## config.mk

```make
export PLATFORM = sky130hd
export DESIGN_NAME = operator_precedence_parser_flat
export DESIGN_NICKNAME = d
export VERILOG_FILES = /design/src/design/opp_pkg.sv /design/src/design/opp_if.sv /design/src/design/opp_regs.sv /design/src/design/opp_seq.sv /design/src/design/opp_dpath.sv /design/src/design/operator_precedence_parser.sv /design/src/flat_wrapper.sv
export SDC_FILE = /design/constraint.sdc
export NUM_CORES = 1
export LEC_CHECK = 0
export ABC_CLOCK_PERIOD_IN_PS = 5660
export BUFFER_PORTS_ARGS = -buffer_cell sky130_fd_sc_hd__buf_2
export CAP_MARGIN = 0
export CORE_MARGIN = 2
export CORE_UTILIZATION = 55
export CTS_CLUSTER_DIAMETER = 120
export DETAILED_ROUTE_END_ITERATION = 8
export GPL_TIMING_DRIVEN = 0
export PLACE_DENSITY = 0.76
export SKIP_CTS_REPAIR_TIMING = 1
export SLEW_MARGIN = 15
export SYNTH_ARGS = -nofsm -noshare
export SYNTH_HDL_FRONTEND = slang
export SYNTH_SLANG_ARGS = --single-unit
export TNS_END_PERCENT = 30
```

## constraint.sdc

```tcl
create_clock -name clk_i -period 5.66 [get_ports clk_i]
set_clock_uncertainty 0.1 [all_clocks]
set_input_delay 1.132 -clock clk_i [delete_from_list [all_inputs] [get_ports clk_i]]
set_output_delay 1.132 -clock clk_i [all_outputs]
set_load 0.01 [all_outputs]
```

## src/design/opp_pkg.sv

```systemverilog
// Package for the operator precedence parser: widths, codes, microcode
// word layout and the structs passed between sequencer and datapath.
// No dependencies.
`default_nettype none

package opp_pkg;

  localparam int STACK_DEPTH   = 16;
  localparam int MAX_TERMINALS = 8;

  localparam int SYM_W   = 3;
  localparam int TC_W    = 4;
  localparam int ACT_W   = 3;
  localparam int DEPTH_W = 5;
  localparam int CNT_W   = $clog2(STACK_DEPTH + 1);
  localparam int SP_W    = $clog2(STACK_DEPTH);
  localparam int TBL_W   = 64;
  localparam int PADDR_W = 5;
  localparam int PDATA_W = 64;

  typedef enum logic [1:0] {
    REL_ERROR   = 2'd0,
    REL_LESS    = 2'd1,
    REL_EQUAL   = 2'd2,
    REL_GREATER = 2'd3
  } rel_e;

  typedef enum logic [ACT_W-1:0] {
    ACT_SHIFT    = 3'd0,
    ACT_REDUCE   = 3'd1,
    ACT_ACCEPT   = 3'd2,
    ACT_REJECT   = 3'd3,
    ACT_OVERFLOW = 3'd4
  } act_e;

  typedef enum logic [1:0] {
    REG_TERMINAL_COUNT = 2'd0,
    REG_END_MARKER     = 2'd1,
    REG_REL_LOW        = 2'd2,
    REG_REL_HIGH       = 2'd3
  } reg_e;

  typedef enum logic [2:0] {
    OP_LATCH = 3'd0,
    OP_CHECK = 3'd1,
    OP_RDTOP = 3'd2,
    OP_EVAL  = 3'd3,
    OP_SCAN  = 3'd4,
    OP_MARK  = 3'd5
  } op_e;

  typedef enum logic [2:0] {
    C_ALWAYS   = 3'd0,
    C_IN_VALID = 3'd1,
    C_BAD_IN   = 3'd2,
    C_FINAL    = 3'd3,
    C_POS_ZERO = 3'd4,
    C_MARK     = 3'd5
  } cond_e;

  typedef enum logic [2:0] {
    S_IDLE  = 3'd0,
    S_CHECK = 3'd1,
    S_RDTOP = 3'd2,
    S_EVAL  = 3'd3,
    S_SCAN  = 3'd4,
    S_MARK  = 3'd5
  } step_e;

  typedef struct packed {
    op_e   op;
    cond_e cond;
    logic  emit;     // word produces a result item when its condition holds
    step_e on_true;
    step_e on_false;
  } ucode_t;

  typedef struct packed {
    op_e  op;
    logic take;
    logic fire;
  } ctrl_t;

  typedef struct packed {
    logic in_valid;
    logic bad_in;
    logic final_v;
    logic pos_zero;
    logic mark;
    logic busy;
  } stat_t;

  typedef struct packed {
    logic [TC_W-1:0]  terminal_count;
    logic [SYM_W-1:0] end_marker;
    logic [TBL_W-1:0] rel_low;
    logic [TBL_W-1:0] rel_high;
  } cfg_t;

  typedef struct packed {
    logic             mark;
    logic [SYM_W-1:0] term;
  } entry_t;

endpackage

`default_nettype wire

```

## src/design/opp_if.sv

```systemverilog
// Valid/ready channel interfaces for parser input and result items.
// Depends on opp_pkg.
`default_nettype none

interface opp_in_if;
  import opp_pkg::*;
  logic             valid;
  logic             ready;
  logic [SYM_W-1:0] symbol;
  logic             start_new;
  modport source (output valid, symbol, start_new, input ready);
  modport sink   (input valid, symbol, start_new, output ready);
endinterface

interface opp_out_if;
  import opp_pkg::*;
  logic               valid;
  logic               ready;
  logic [ACT_W-1:0]   action;
  logic [DEPTH_W-1:0] depth_after;
  logic               last;
  modport source (output valid, action, depth_after, last, input ready);
  modport sink   (input valid, action, depth_after, last, output ready);
endinterface

`default_nettype wire

```

## src/design/opp_regs.sv

```systemverilog
// APB-style configuration registers of the parser.
// Depends on opp_pkg.
`default_nettype none

module opp_regs (
  input  wire logic                        clk_i,
  input  wire logic                        rst_ni,
  input  wire logic                        psel,
  input  wire logic                        penable,
  input  wire logic                        pwrite,
  input  wire logic [opp_pkg::PADDR_W-1:0] paddr,
  input  wire logic [opp_pkg::PDATA_W-1:0] pwdata,
  output logic      [opp_pkg::PDATA_W-1:0] prdata,
  output logic                             pready,
  output opp_pkg::cfg_t                    cfg_o
);
  import opp_pkg::*;

  logic [TC_W-1:0]  tc_q;
  logic [SYM_W-1:0] em_q;
  logic [TBL_W-1:0] lo_q, hi_q;
  logic             wr_en;
  reg_e             idx;

  assign pready = 1'b1;
  assign wr_en  = psel && penable && pwrite && pready;
  assign idx    = reg_e'(paddr[PADDR_W-1:3]);

  always_ff @(posedge clk_i or negedge rst_ni) begin
    if (!rst_ni) begin
      tc_q <= TC_W'(MAX_TERMINALS);
      em_q <= '0;
      lo_q <= '0;
      hi_q <= '0;
    end else if (wr_en) begin
      unique case (idx)
        REG_TERMINAL_COUNT: tc_q <= pwdata[TC_W-1:0];
        REG_END_MARKER:     em_q <= pwdata[SYM_W-1:0];
        REG_REL_LOW:        lo_q <= pwdata[TBL_W-1:0];
        REG_REL_HIGH:       hi_q <= pwdata[TBL_W-1:0];
      endcase
    end
  end

  always_comb begin
    unique case (idx)
      REG_TERMINAL_COUNT: prdata = PDATA_W'(tc_q);
      REG_END_MARKER:     prdata = PDATA_W'(em_q);
      REG_REL_LOW:        prdata = PDATA_W'(lo_q);
      REG_REL_HIGH:       prdata = PDATA_W'(hi_q);
    endcase
  end

  assign cfg_o = '{terminal_count: tc_q, end_marker: em_q, rel_low: lo_q, rel_high: hi_q};

endmodule

`default_nettype wire

```

## src/design/opp_seq.sv

```systemverilog
// Microcode sequencer: program ROM, step counter, condition select and
// result-slot stall. Depends on opp_pkg.
`default_nettype none

module opp_seq (
  input  wire logic           clk_i,
  input  wire logic           rst_ni,
  input  wire opp_pkg::stat_t stat_i,
  output opp_pkg::ctrl_t      ctrl_o,
  output logic                in_ready_o
);
  import opp_pkg::*;

  step_e  step_q, step_d;
  ucode_t word;
  logic   cond_true;
  logic   stall;

  function automatic ucode_t ucode(input step_e s);
    ucode_t w;
    unique case (s)
      S_IDLE:  w = '{OP_LATCH, C_IN_VALID, 1'b0, S_CHECK, S_IDLE};
      S_CHECK: w = '{OP_CHECK, C_BAD_IN,   1'b1, S_IDLE,  S_RDTOP};
      S_RDTOP: w = '{OP_RDTOP, C_ALWAYS,   1'b0, S_EVAL,  S_EVAL};
      S_EVAL:  w = '{OP_EVAL,  C_FINAL,    1'b1, S_IDLE,  S_SCAN};
      S_SCAN:  w = '{OP_SCAN,  C_POS_ZERO, 1'b1, S_IDLE,  S_MARK};
      S_MARK:  w = '{OP_MARK,  C_MARK,     1'b1, S_RDTOP, S_SCAN};
      default: w = '{OP_LATCH, C_IN_VALID, 1'b0, S_CHECK, S_IDLE};
    endcase
    return w;
  endfunction

  assign word = ucode(step_q);

  always_comb begin
    unique case (word.cond)
      C_ALWAYS:   cond_true = 1'b1;
      C_IN_VALID: cond_true = stat_i.in_valid;
      C_BAD_IN:   cond_true = stat_i.bad_in;
      C_FINAL:    cond_true = stat_i.final_v;
      C_POS_ZERO: cond_true = stat_i.pos_zero;
      C_MARK:     cond_true = stat_i.mark;
      default:    cond_true = 1'b0;
    endcase
  end

  // hold the step while a result is due and the output slot is full and not being read
  assign stall  = word.emit && cond_true && stat_i.busy;
  assign step_d = stall ? step_q : (cond_true ? word.on_true : word.on_false);

  always_ff @(posedge clk_i or negedge rst_ni) begin
    if (!rst_ni) begin
      step_q <= S_IDLE;
    end else begin
      step_q <= step_d;
    end
  end

  assign ctrl_o     = '{op: word.op, take: cond_true, fire: !stall};
  assign in_ready_o = (step_q == S_IDLE);

endmodule

`default_nettype wire

```

## src/design/opp_dpath.sv

```systemverilog
// Parser datapath: stack memory, count and scan pointer, relation lookup,
// result register. Driven by the sequencer's control word. Depends on opp_pkg.
`default_nettype none

module opp_dpath (
  input  wire logic                        clk_i,
  input  wire logic                        rst_ni,
  input  wire opp_pkg::cfg_t               cfg_i,
  input  wire opp_pkg::ctrl_t              ctrl_i,
  output opp_pkg::stat_t                   stat_o,
  input  wire logic                        in_valid_i,
  input  wire logic [opp_pkg::SYM_W-1:0]   in_symbol_i,
  input  wire logic                        in_start_new_i,
  output logic                             out_valid_o,
  input  wire logic                        out_ready_i,
  output logic      [opp_pkg::ACT_W-1:0]   out_action_o,
  output logic      [opp_pkg::DEPTH_W-1:0] out_depth_o,
  output logic                             out_last_o
);
  import opp_pkg::*;

  entry_t             mem [STACK_DEPTH];
  entry_t             rd_q;
  logic [CNT_W-1:0]   cnt_q, cnt_d, pos_q, pos_d;
  logic [SYM_W-1:0]   sym_q, sym_d;
  logic               fin_q, fin_d;
  logic               ov_q;
  act_e               act_q;
  logic [DEPTH_W-1:0] dep_q;
  logic               last_q;

  logic               rd_en, wr_en;
  logic [SP_W-1:0]    rd_addr;
  entry_t             wr_data;
  logic               emit;
  act_e               emit_act;
  logic [CNT_W-1:0]   emit_depth;
  logic               emit_last;

  logic [TC_W-1:0]    limit;
  logic [SYM_W-1:0]   top_term;
  logic [5:0]         rel_idx;
  logic [TBL_W-1:0]   rel_word;
  rel_e               rel;
  logic               is_acc, full, final_v;
  act_e               eval_act;
  logic [CNT_W-1:0]   cnt_dec, pos_dec;

  assign limit    = (cfg_i.terminal_count > TC_W'(MAX_TERMINALS)) ?
                    TC_W'(MAX_TERMINALS) : cfg_i.terminal_count;
  assign top_term = (cnt_q == '0) ? cfg_i.end_marker : rd_q.term;
  assign rel_idx  = {top_term, sym_q};
  assign rel_word = rel_idx[5] ? cfg_i.rel_high : cfg_i.rel_low;
  assign rel      = (TC_W'(top_term) >= limit) ? REL_ERROR :
                    rel_e'(rel_word[{rel_idx[4:0], 1'b0} +: 2]);
  assign is_acc   = (top_term == cfg_i.end_marker) && (sym_q == cfg_i.end_marker);
  assign full     = (cnt_q == CNT_W'(STACK_DEPTH));
  assign final_v  = is_acc || (rel != REL_GREATER);
  assign cnt_dec  = cnt_q - CNT_W'(1);
  assign pos_dec  = pos_q - CNT_W'(1);

  always_comb begin
    priority if (is_acc) begin
      eval_act = ACT_ACCEPT;
    end else if (rel == REL_LESS || rel == REL_EQUAL) begin
      eval_act = full ? ACT_OVERFLOW : ACT_SHIFT;
    end else begin
      eval_act = ACT_REJECT;
    end
  end

  always_comb begin
    cnt_d      = cnt_q;
    pos_d      = pos_q;
    sym_d      = sym_q;
    fin_d      = fin_q;
    rd_en      = 1'b0;
    rd_addr    = cnt_dec[SP_W-1:0];
    wr_en      = 1'b0;
    wr_data    = '{mark: (rel == REL_LESS), term: sym_q};
    emit       = 1'b0;
    emit_act   = ACT_REJECT;
    emit_depth = cnt_q;
    emit_last  = 1'b1;
    unique case (ctrl_i.op)
      OP_LATCH: begin
        if (ctrl_i.fire && ctrl_i.take) begin
          sym_d = in_symbol_i;
          if (in_start_new_i) begin
            cnt_d = '0;
            fin_d = 1'b0;
          end
        end
      end
      OP_CHECK: begin
        if (ctrl_i.fire && ctrl_i.take) begin
          fin_d = 1'b1;
          emit  = 1'b1;
        end
      end
      OP_RDTOP: begin
        rd_en = ctrl_i.fire;
      end
      OP_EVAL: begin
        if (ctrl_i.fire) begin
          if (ctrl_i.take) begin
            emit     = 1'b1;
            emit_act = eval_act;
            if (eval_act == ACT_SHIFT) begin
              wr_en      = 1'b1;
              cnt_d      = cnt_q + CNT_W'(1);
              emit_depth = cnt_q + CNT_W'(1);
            end else begin
              fin_d = 1'b1;
            end
          end else begin
            pos_d = cnt_q;
          end
        end
      end
      OP_SCAN: begin
        if (ctrl_i.fire) begin
          if (ctrl_i.take) begin
            fin_d = 1'b1;
            emit  = 1'b1;
          end else begin
            rd_en   = 1'b1;
            rd_addr = pos_dec[SP_W-1:0];
            pos_d   = pos_dec;
          end
        end
      end
      OP_MARK: begin
        if (ctrl_i.fire && ctrl_i.take) begin
          cnt_d      = pos_q;
          emit       = 1'b1;
          emit_act   = ACT_REDUCE;
          emit_depth = pos_q;
          emit_last  = 1'b0;
        end
      end
      default: begin
      end
    endcase
  end

  always_ff @(posedge clk_i) begin
    if (wr_en) begin
      mem[cnt_q[SP_W-1:0]] <= wr_data;
    end
    if (rd_en) begin
      rd_q <= mem[rd_addr];
    end
  end

  always_ff @(posedge clk_i or negedge rst_ni) begin
    if (!rst_ni) begin
      cnt_q <= '0;
      pos_q <= '0;
      fin_q <= 1'b0;
      ov_q  <= 1'b0;
    end else begin
      cnt_q <= cnt_d;
      pos_q <= pos_d;
      fin_q <= fin_d;
      if (emit) begin
        ov_q <= 1'b1;
      end else if (out_ready_i) begin
        ov_q <= 1'b0;
      end
    end
  end

  always_ff @(posedge clk_i) begin
    sym_q <= sym_d;
    if (emit) begin
      act_q  <= emit_act;
      dep_q  <= DEPTH_W'(emit_depth);
      last_q <= emit_last;
    end
  end

  assign stat_o = '{in_valid: in_valid_i,
                    bad_in:   fin_q || (TC_W'(sym_q) >= limit),
                    final_v:  final_v,
                    pos_zero: (pos_q == '0),
                    mark:     rd_q.mark,
                    busy:     ov_q && !out_ready_i};

  assign out_valid_o  = ov_q;
  assign out_action_o = act_q;
  assign out_depth_o  = dep_q;
  assign out_last_o   = last_q;

endmodule

`default_nettype wire

```

## src/design/operator_precedence_parser.sv

```systemverilog
// Top level of the operator precedence parser: configuration registers,
// microcode sequencer and datapath. Depends on opp_pkg, opp_if, opp_regs,
// opp_seq and opp_dpath.
//
// Shift-reduce parser over up to 8 terminals with a 16-entry stack. Each
// input item is one terminal index; it yields zero or more reduce items
// (last = 0) and then one shift, accept, reject or overflow item (last = 1).
// Items are handled one at a time under a six-step microprogram. A symbol
// settled by its first table lookup (shift, accept, overflow or a reject on
// an error relation) passes through the latch, check, read-top and eval
// steps, its result loading from the eval step; an out-of-range symbol, or
// one ignored after the parse has finished, passes through latch and check
// alone. Each reduce scans the stack, reading one entry in a scan step and
// testing its less mark in a mark step, then rereads the new stack top and
// evaluates again; a scan that reaches the bottom without a mark rejects.
// The next item is accepted as soon as the last result is in the output
// register, and the sequencer stalls only while a result is due and that
// register is full and not being read out.
// Registers: terminal_count at 0x00, end_marker at 0x08, relation table low
// word at 0x10 and high word at 0x18, 64-bit data; write only while idle.
`default_nettype none

module operator_precedence_parser (
  input  wire logic                        clk_i,
  input  wire logic                        rst_ni,
  input  wire logic                        psel,
  input  wire logic                        penable,
  input  wire logic                        pwrite,
  input  wire logic [opp_pkg::PADDR_W-1:0] paddr,
  input  wire logic [opp_pkg::PDATA_W-1:0] pwdata,
  output logic      [opp_pkg::PDATA_W-1:0] prdata,
  output logic                             pready,
  opp_in_if.sink                           in_i,
  opp_out_if.source                        out_o
);
  import opp_pkg::*;

  cfg_t  cfg;
  ctrl_t ctrl;
  stat_t stat;

  opp_regs u_regs (
    .clk_i   (clk_i),
    .rst_ni  (rst_ni),
    .psel    (psel),
    .penable (penable),
    .pwrite  (pwrite),
    .paddr   (paddr),
    .pwdata  (pwdata),
    .prdata  (prdata),
    .pready  (pready),
    .cfg_o   (cfg)
  );

  opp_seq u_seq (
    .clk_i      (clk_i),
    .rst_ni     (rst_ni),
    .stat_i     (stat),
    .ctrl_o     (ctrl),
    .in_ready_o (in_i.ready)
  );

  opp_dpath u_dpath (
    .clk_i          (clk_i),
    .rst_ni         (rst_ni),
    .cfg_i          (cfg),
    .ctrl_i         (ctrl),
    .stat_o         (stat),
    .in_valid_i     (in_i.valid),
    .in_symbol_i    (in_i.symbol),
    .in_start_new_i (in_i.start_new),
    .out_valid_o    (out_o.valid),
    .out_ready_i    (out_o.ready),
    .out_action_o   (out_o.action),
    .out_depth_o    (out_o.depth_after),
    .out_last_o     (out_o.last)
  );

endmodule

`default_nettype wire

```

## src/flat_wrapper.sv

```systemverilog
// flat-port wrapper written by rule: the top's interface ports become plain ports
module operator_precedence_parser_flat import opp_pkg::*;
  (clk_i, rst_ni, psel, penable, pwrite, paddr, pwdata, prdata, pready, in_i_valid, in_i_symbol, in_i_start_new, in_i_ready, out_o_valid, out_o_action, out_o_depth_after, out_o_last, out_o_ready);
  opp_in_if in_i_i ();
  opp_out_if out_o_i ();
  input  wire logic clk_i;
  input  wire logic rst_ni;
  input  wire logic psel;
  input  wire logic penable;
  input  wire logic pwrite;
  input  wire logic [opp_pkg::PADDR_W-1:0] paddr;
  input  wire logic [opp_pkg::PDATA_W-1:0] pwdata;
  output logic      [opp_pkg::PDATA_W-1:0] prdata;
  output logic pready;
  input wire logic [$bits(in_i_i.valid)-1:0] in_i_valid;
  input wire logic [$bits(in_i_i.symbol)-1:0] in_i_symbol;
  input wire logic [$bits(in_i_i.start_new)-1:0] in_i_start_new;
  output wire logic [$bits(in_i_i.ready)-1:0] in_i_ready;
  output wire logic [$bits(out_o_i.valid)-1:0] out_o_valid;
  output wire logic [$bits(out_o_i.action)-1:0] out_o_action;
  output wire logic [$bits(out_o_i.depth_after)-1:0] out_o_depth_after;
  output wire logic [$bits(out_o_i.last)-1:0] out_o_last;
  input wire logic [$bits(out_o_i.ready)-1:0] out_o_ready;
  assign in_i_i.valid = in_i_valid;
  assign in_i_i.symbol = in_i_symbol;
  assign in_i_i.start_new = in_i_start_new;
  assign in_i_ready = in_i_i.ready;
  assign out_o_valid = out_o_i.valid;
  assign out_o_action = out_o_i.action;
  assign out_o_depth_after = out_o_i.depth_after;
  assign out_o_last = out_o_i.last;
  assign out_o_i.ready = out_o_ready;
  operator_precedence_parser u_core (.clk_i(clk_i), .rst_ni(rst_ni), .psel(psel), .penable(penable), .pwrite(pwrite), .paddr(paddr), .pwdata(pwdata), .prdata(prdata), .pready(pready), .in_i(in_i_i), .out_o(out_o_i));
endmodule
```

==> flow_summary.toml, run 1 <==
[setup_path]
r2r-end = "u_core.u_dpath.out_depth_o[4]$_DFFE_PP_"
critPathMaxStageDelay_ns = 0.55
reg2reg_from = "u_core.u_dpath.cnt_q[0]$_DFFE_PN0P_"
crit_type = "reg -> reg"
worstSetupEndpoint = "u_core.u_dpath.out_depth_o[4]$_DFFE_PP_"
r2r_setup_slack_ns = 0.21
worst_ep_arrival_time_ns = 5.62
cp-startpoint = "u_core.u_dpath.cnt_q[0]$_DFFE_PN0P_"
worstPathRequired_ns = 5.83
ff2ff_path_depth = 18
cp_num_cells = 18
critPathCaptureType = "register"
worstPathMaxFanout = 12
cp_slowest_cell = "mux4_2"
critPathBufInv = 5
critPathLaunchType = "register"
cp_top_family = "simple AND/OR/NAND/NOR gates"
crit_chain = "inv_1 -> ha_2 -> or4b_1 -> buf_2 -> mux2i_4 -> buf_6 -> buf_6 -> mux4_2 -> nand2_1 -> nand3_1 -> o2111ai_1 -> o22ai_2 -> ha_2 -> nor4_4 -> inv_1 -> a31oi_1 -> nand3_1 -> a311o_1"

[logic_synthesis]
synth-edff-count = 80
syn_avg_cell_area_um2 = 12.1
ys_async_sr_fraction_pct = 65.2
syn_inst = 1017
synth_flop_cell = "dfrtp_1"
netlist_area_mm2 = 0.0123
synthDistinctLibCells = 71
ys_seq_area_share_pct = 50.2
ys_ff_latch = 230
synth_fp_nets = 1113
yosysWarnings = 0

[power]
pwr_density_cell_mw_per_mm2 = 466
power_mw = 6.72
vdd_ir_drop_max_mv = 0.319
p_leak_nw = 6.38

[drt]
drc = 0
dr.pass1.iters = 5
finalWirelength_um = 32100
dr.first_iter.drc_count = 556
wl_per_cell_um = 21.5
vias_per_cell = 6.18
vias = 9235
detail-route-antenna-nets = 0

[timing]
drv_slew = 0
tightest_slew_ns = 1.14
slew_headroom_pct = 24.3
max_freq_mhz = 184
post-route-period-util_pct = 96.3
rsz0062_at_grt = "false"
setup_violations = 0
fin_crit_ns = 5.45
hold_viol_final = 0

[flow_run]
drv_cap = 0

[cts]
path_clk_slew_ns = 0.06
clock_sinks = 230
root_buffer = "clkbuf_16"
cts_buffers = 25
cts_tree = "yes"
h-tree-depth = 1
insertion_delay_ns = 0.54
cts_buffer_depth = 3

[global_route]
gr-total-overflow = 0
groute.usage.overall_pct = 26.8
grt_pass1_wl_um = 50100
grt_pass1_vias = 9036
antenna_found_initial = 3
grt_start_max_net_pins = 93

[cells_and_area]
layout_commonest_cell = "buf_2"
flow.area_growth_from_synthesis_pct = 17.6
fin_util_pct = 66.1
final_cell_mix = "buf_2 (152), dfrtp_1 (148), mux2_2 (140)"
num-nets-final = 1291
drive_above_1_share_pct = 32.2

[place]
dp_hpwl_um = 22400
place_congestion = 0.909
portBuffers = 150

[die]
pin_count = 156
fp.dieArea_mm2 = 0.0235
rows = 54
die_h_um = 153
start_util_pct = 56.2
coreArea_mm2 = 0.0218
die_x_um = 153

[outcome]
status = "finished, final reports clean"

[hold_path]
min_path_type = "in -> async"
-- Yosys cell counts (all sizes together) (3+ instances only) --
master,number,area share [%]
a21oi,22,0.93
ha,16,1.6
o2111ai,3,0.21
o31ai,7,0.43
nand2,64,2.0
or3,3,0.15
mux4,11,2.0
edfxtp,80,20
o21ai,20,0.82
and2,12,0.61
inv,17,0.52
buf,12,0.54
nand4,3,0.15
nand3,10,0.41
o22ai,24,1.2
nor2,31,0.95
or2,4,0.20
a31oi,5,0.26
nor3,24,0.98
a2bb2oi,3,0.21
o221a,5,0.46
xnor2,4,0.29
nor4,3,0.15
nor2b,69,3.5
or4,6,0.37
o211ai,5,0.35
a31o,3,0.21
mux2i,134,11
a211o,7,0.50
nand2b,18,0.92
or4b,3,0.24
mux2,140,13
a21o,8,0.49
clkbuf,48,1.5
and3,9,0.46
dfrtp,149,30
-- state kept, by name, summed over array words and instances (netlist names) --
signal and flops:
u_core.u_dpath.mem 64, u_core.u_regs.hi_q 64, u_core.u_regs.lo_q 64, u_core.u_dpath.cnt_q 5, u_core.u_dpath.out_depth_o 5, u_core.u_dpath.pos_q 5, u_core.u_regs.tc_q 4, u_core.u_dpath.out_action_o 3
u_core.u_dpath.rd_q 3, u_core.u_dpath.sym_q 3, u_core.u_regs.em_q 3, u_core.u_seq.step_q 3, u_core.u_dpath.fin_q 1, u_core.u_dpath.out_last_o 1, u_core.u_dpath.out_valid_o 1, u_core.u_dpath.stat_o 1
-- cells by family after synthesis --
| logic type | Yosys count | share of synthesized area (%) |
|---|---|---|
| XOR/XNOR | 6 | 0.429 |
| AND/OR/NAND/NOR | 263 | 11.3 |
| other | 1 | 0.0306 |
| AO/OA/AOI/OAI | 136 | 7.80 |
| buffers and inverters | 78 | 2.56 |
| adder cells (fa/ha/maj) | 18 | 1.80 |
| multiplexers | 285 | 25.8 |
| flip-flops | 230 | 50.2 |
-- worst register-to-register path, delay by kind of cell, from the launching register on --
kind	cells	cell delay (ns)
compound gates	4	1.04
fa+ha+maj	2	0.57
buf+inv	5	0.90
flops	1	0.50
mux	2	0.82
simple gates	5	1.28
-- cell type report --
| class | instances | area, um2 |
|---|---|---|
| clock inverter | 12 | 155 |
| inverter | 18 | 67.6 |
| timing repair buffer | 152 | 796 |
| sequential | 230 | 6160 |
| clock buffer | 33 | 696 |
| fill | 1674 | 7400 |
| multi-input combinational | 709 | 5910 |
| buffer | 59 | 279 |
| tap | 280 | 350 |
| antenna | 2 | 5.00 |
-- worst min path at each step --
| stage | start | slack [ns] | to |
|---|---|---|---|
| detailed placement | u_core.u_regs.lo_q[30]$_DFFE_PN0P_ | 0.41 | u_core.u_regs.lo_q[30]$_DFFE_PN0P_ |
| floorplan | u_core.u_regs.tc_q[0]$_DFFE_PN0P_ | 0.39 | u_core.u_regs.tc_q[0]$_DFFE_PN0P_ |
| finish | rst_ni | 0.41 | u_core.u_regs.lo_q[53]$_DFFE_PN0P_ |
| global route | u_core.u_regs.lo_q[14]$_DFFE_PN0P_ | 0.44 | u_core.u_regs.lo_q[14]$_DFFE_PN0P_ |
| CTS | u_core.u_regs.lo_q[30]$_DFFE_PN0P_ | 0.43 | u_core.u_regs.lo_q[30]$_DFFE_PN0P_ |
| global placement | u_core.u_regs.tc_q[0]$_DFFE_PN0P_ | 0.41 | u_core.u_regs.tc_q[0]$_DFFE_PN0P_ |
-- report_power, final --
part	switching [mW]	total (mW)	internal (mW)	leakage, nW
logic	1.52	2.62	1.10	3.41
registers	0.286	2.42	2.13	2.57
clock network	0.674	1.68	1.00	0.409
-- stage by stage --
stage	setup TNS (ns)	instances	hold WS (ns)	area (um2)	setup WS, ns
3_5_place_dp	-82.98	1448	0.414	13400	-1.17
2_1_floorplan	0	1017	0.391	12300	0.536
6_report	0	1495	0.413	14400	0.212
5_1_grt	0	1494	0.440	14400	0.0000702
4_1_cts	-89.42	1493	0.426	14200	-1.21
3_3_place_gp	-82.72	1447	0.408	13400	-1.19
-- per-layer routing --
| layer | track usage, % | vias to the layer above | share of wire, % |
|---|---|---|---|
| met5 | 0 | - | 0.047 |
| met4 | 10.8 | 2 | 4.7 |
| met3 | 4.08 | 109 | 6.5 |
| met2 | 44.4 | 436 | 48 |
| met1 | 35.6 | 4559 | 41 |
| li1 | - | 4129 | - |
Power figures use the tool's default switching activity.
==> run 2, diff against run 1 <==
ABC_CLOCK_PERIOD_IN_PS = 4400   (was 5660)
CORE_UTILIZATION = 53   (was 55)
PLACE_DENSITY = 0.77   (was 0.76)
clock period = 4.4 ns   (was 5.66 ns; I/O delays follow)
==> run 2 against run 1 <==
Compared with the run above:
- the flow now finishes with violations (negative setup slack)
- hold slack lost 0.28 ns
- clock-buffer cell count grew 3
- global-route usage shrank 0.54 points
- critical path depth grew 3
- total power grew 44%
- critical path type unchanged
- critical endpoint is now u_core.u_dpath.cnt_q[4]$_DFFE_PN0P_
==> flow_summary.toml, run 2 (synthesis gave the netlist of run 1 again) <==
[setup_path]
worstPathRequired_ns = 4.70
cp-startpoint = "u_core.u_dpath.cnt_q[1]$_DFFE_PN0P_"
critPathMaxStageDelay_ns = 0.49
critPathBufInv = 8
cp_num_cells = 21
crit_chain = "inv_2 -> ha_4 -> or4b_4 -> buf_8 -> mux2i_4 -> buf_12 -> buf_12 -> buf_12 -> buf_4 -> mux2i_1 -> mux2_4 -> a21oi_2 -> nand4_1 -> o31ai_2 -> ha_4 -> inv_4 -> o211ai_4 -> a31o_1 -> buf_6 -> o22ai_4 -> or4_1"
r2r_setup_slack_ns = -0.52
crit_type = "reg -> reg"
r2r-end = "u_core.u_dpath.cnt_q[4]$_DFFE_PN0P_"
critPathLaunchType = "register"
cpMostUsedCell = "buf_12"
ff2ff_path_depth = 21
worst_ep_arrival_time_ns = 5.22
critPathCaptureType = "register"
reg2reg_from = "u_core.u_dpath.cnt_q[1]$_DFFE_PN0P_"
worstPathMaxFanout = 8
cp_top_family = "simple AND/OR/NAND/NOR gates"
cp_slowest_cell = "or4_1"

[timing]
hold_viol_final = 0
tightest_slew_ns = 1.32
slew_headroom_pct = 12.1
whs_ns = 0.137
rsz0062_at_grt = "true"
drv_slew = 0
post-route-period-util_pct = 112
fin_crit_ns = 4.92
setup_ws_ns = -0.521
max_freq_mhz = 203
setup_violations = 108

[cells_and_area]
layout_commonest_cell = "buf_2"
fin_util_pct = 67.7
flow.area_growth_from_synthesis_pct = 24.9
final_cell_mix = "buf_2 (152), dfrtp_1 (148), mux2_2 (138)"
num-nets-final = 1331
drive_above_1_share_pct = 39.2
final_cell_area_mm2 = 0.0153

[power]
seqPwrFrac_pct = 32.2
p_leak_nw = 6.72
p_int_mw = 6.07
netSwitchingFraction_pct = 37.2
power_mw = 9.67
comb_power_share_pct = 45.4
pwr_density_cell_mw_per_mm2 = 631
p_clk_share_pct = 22.4
p_sw_mw = 3.60
vdd_ir_drop_max_mv = 0.428

[cts]
cts_buffers = 25
h-tree-depth = 1
root_buffer = "clkbuf_16"
insertion_delay_ns = 0.55
cts_tree = "yes"
clock_sinks = 230
cts_buffer_depth = 3
path_clk_slew_ns = 0.06

[die]
die_x_um = 156
die_h_um = 156
fp.dieArea_mm2 = 0.0244
coreArea_mm2 = 0.0226
start_util_pct = 54.2
pin_count = 156
rows = 55

[outcome]
violations = "negative setup slack"
status = "complete, but fails checks"

[place]
dp_slack_ns = -1.08
dpl_cell_area_mm2 = 0.0135
dp_hpwl_um = 22500
portBuffers = 150
place_congestion = 0.886

[global_route]
grt_start_max_net_pins = 104
gr-total-overflow = 0
antenna_found_initial = 2
grt_pass1_vias = 8972
grt_pass1_wl_um = 49700
groute.usage.overall_pct = 26.3

[drt]
vias_per_cell = 6.05
vias = 9324
drc = 0
dr.first_iter.drc_count = 762
detail-route-antenna-nets = 0
finalWirelength_um = 33800
dr.pass1.iters = 5
wl_per_cell_um = 22.0

[flow_run]
drv_cap = 0

[hold_path]
min_path_type = "in -> async"
## run 2: power by group through the flow
stage | Sequential, mW | Clock, mW | Combinational (mW)
final | 3.12 | 2.17 | 4.39
after global routing | 3.17 | 2.29 | 4.63
after CTS | 3.11 | 2.19 | 3.30
after detailed placement | 3.14 | 0 | 3.27
after global placement | 3.11 | 0 | 3.22
after floorplan | 3.02 | 0 | 2.31
## run 2: how the worst max path moves through the flow
stage,end
floorplan,u_core.u_dpath.cnt_q[4]$_DFFE_PN0P_
global placement,u_core.u_dpath.mem[13][0]$_DFFE_PP_
detailed placement,u_core.u_dpath.mem[13][1]$_DFFE_PP_
CTS,u_core.u_dpath.mem[13][2]$_DFFE_PP_
global route,u_core.u_dpath.cnt_q[4]$_DFFE_PN0P_
finish,u_core.u_dpath.cnt_q[4]$_DFFE_PN0P_
## run 2: worst register-to-register path, cell delays in order (launching register included)
cell and delay (ns):
dfrtp_2 0.47, inv_2 0.12, ha_4 0.17, or4b_4 0.48
buf_8 0.16, mux2i_4 0.21, buf_12 0.17, buf_12 0.14
buf_12 0.15, buf_4 0.15, mux2i_1 0.11, mux2_4 0.30
a21oi_2 0.14, nand4_1 0.22, o31ai_2 0.18, ha_4 0.25
inv_4 0.05, o211ai_4 0.19, a31o_1 0.28, buf_6 0.19
o22ai_4 0.08, or4_1 0.49
## run 2: layer usage
metal | share of wire [%] | global-route usage [%] | up-vias | wire length, um
met5 | 0 | 0 | - | 0
met4 | 3.8 | 7.91 | 0 | 1280
met3 | 7.4 | 4.33 | 93 | 2500
met2 | 49 | 45.2 | 425 | 16700
met1 | 40 | 34.3 | 4595 | 13400
li1 | - | - | 4211 | -
## run 2: area by class of cell
| type | instances | area [um2] |
|---|---|---|
| Tap cell | 285 | 357 |
| Timing Repair Buffer | 191 | 1160 |
| Inverter | 18 | 80.1 |
| Sequential cell | 230 | 6160 |
| Fill cell | 1624 | 7320 |
| Antenna cell | 2 | 5.00 |
| Multi-Input combinational cell | 709 | 6350 |
| Clock buffer | 36 | 717 |
| Buffer | 60 | 360 |
| Clock inverter | 9 | 135 |
## run 2: stage by stage
stage	setup TNS [ns]	std cells
finish	-42.14	1540
global route	-53.89	1539
CTS	-94.57	1498
detailed placement	-87.19	1453
global placement	-78.18	1452
floorplan	0	1017
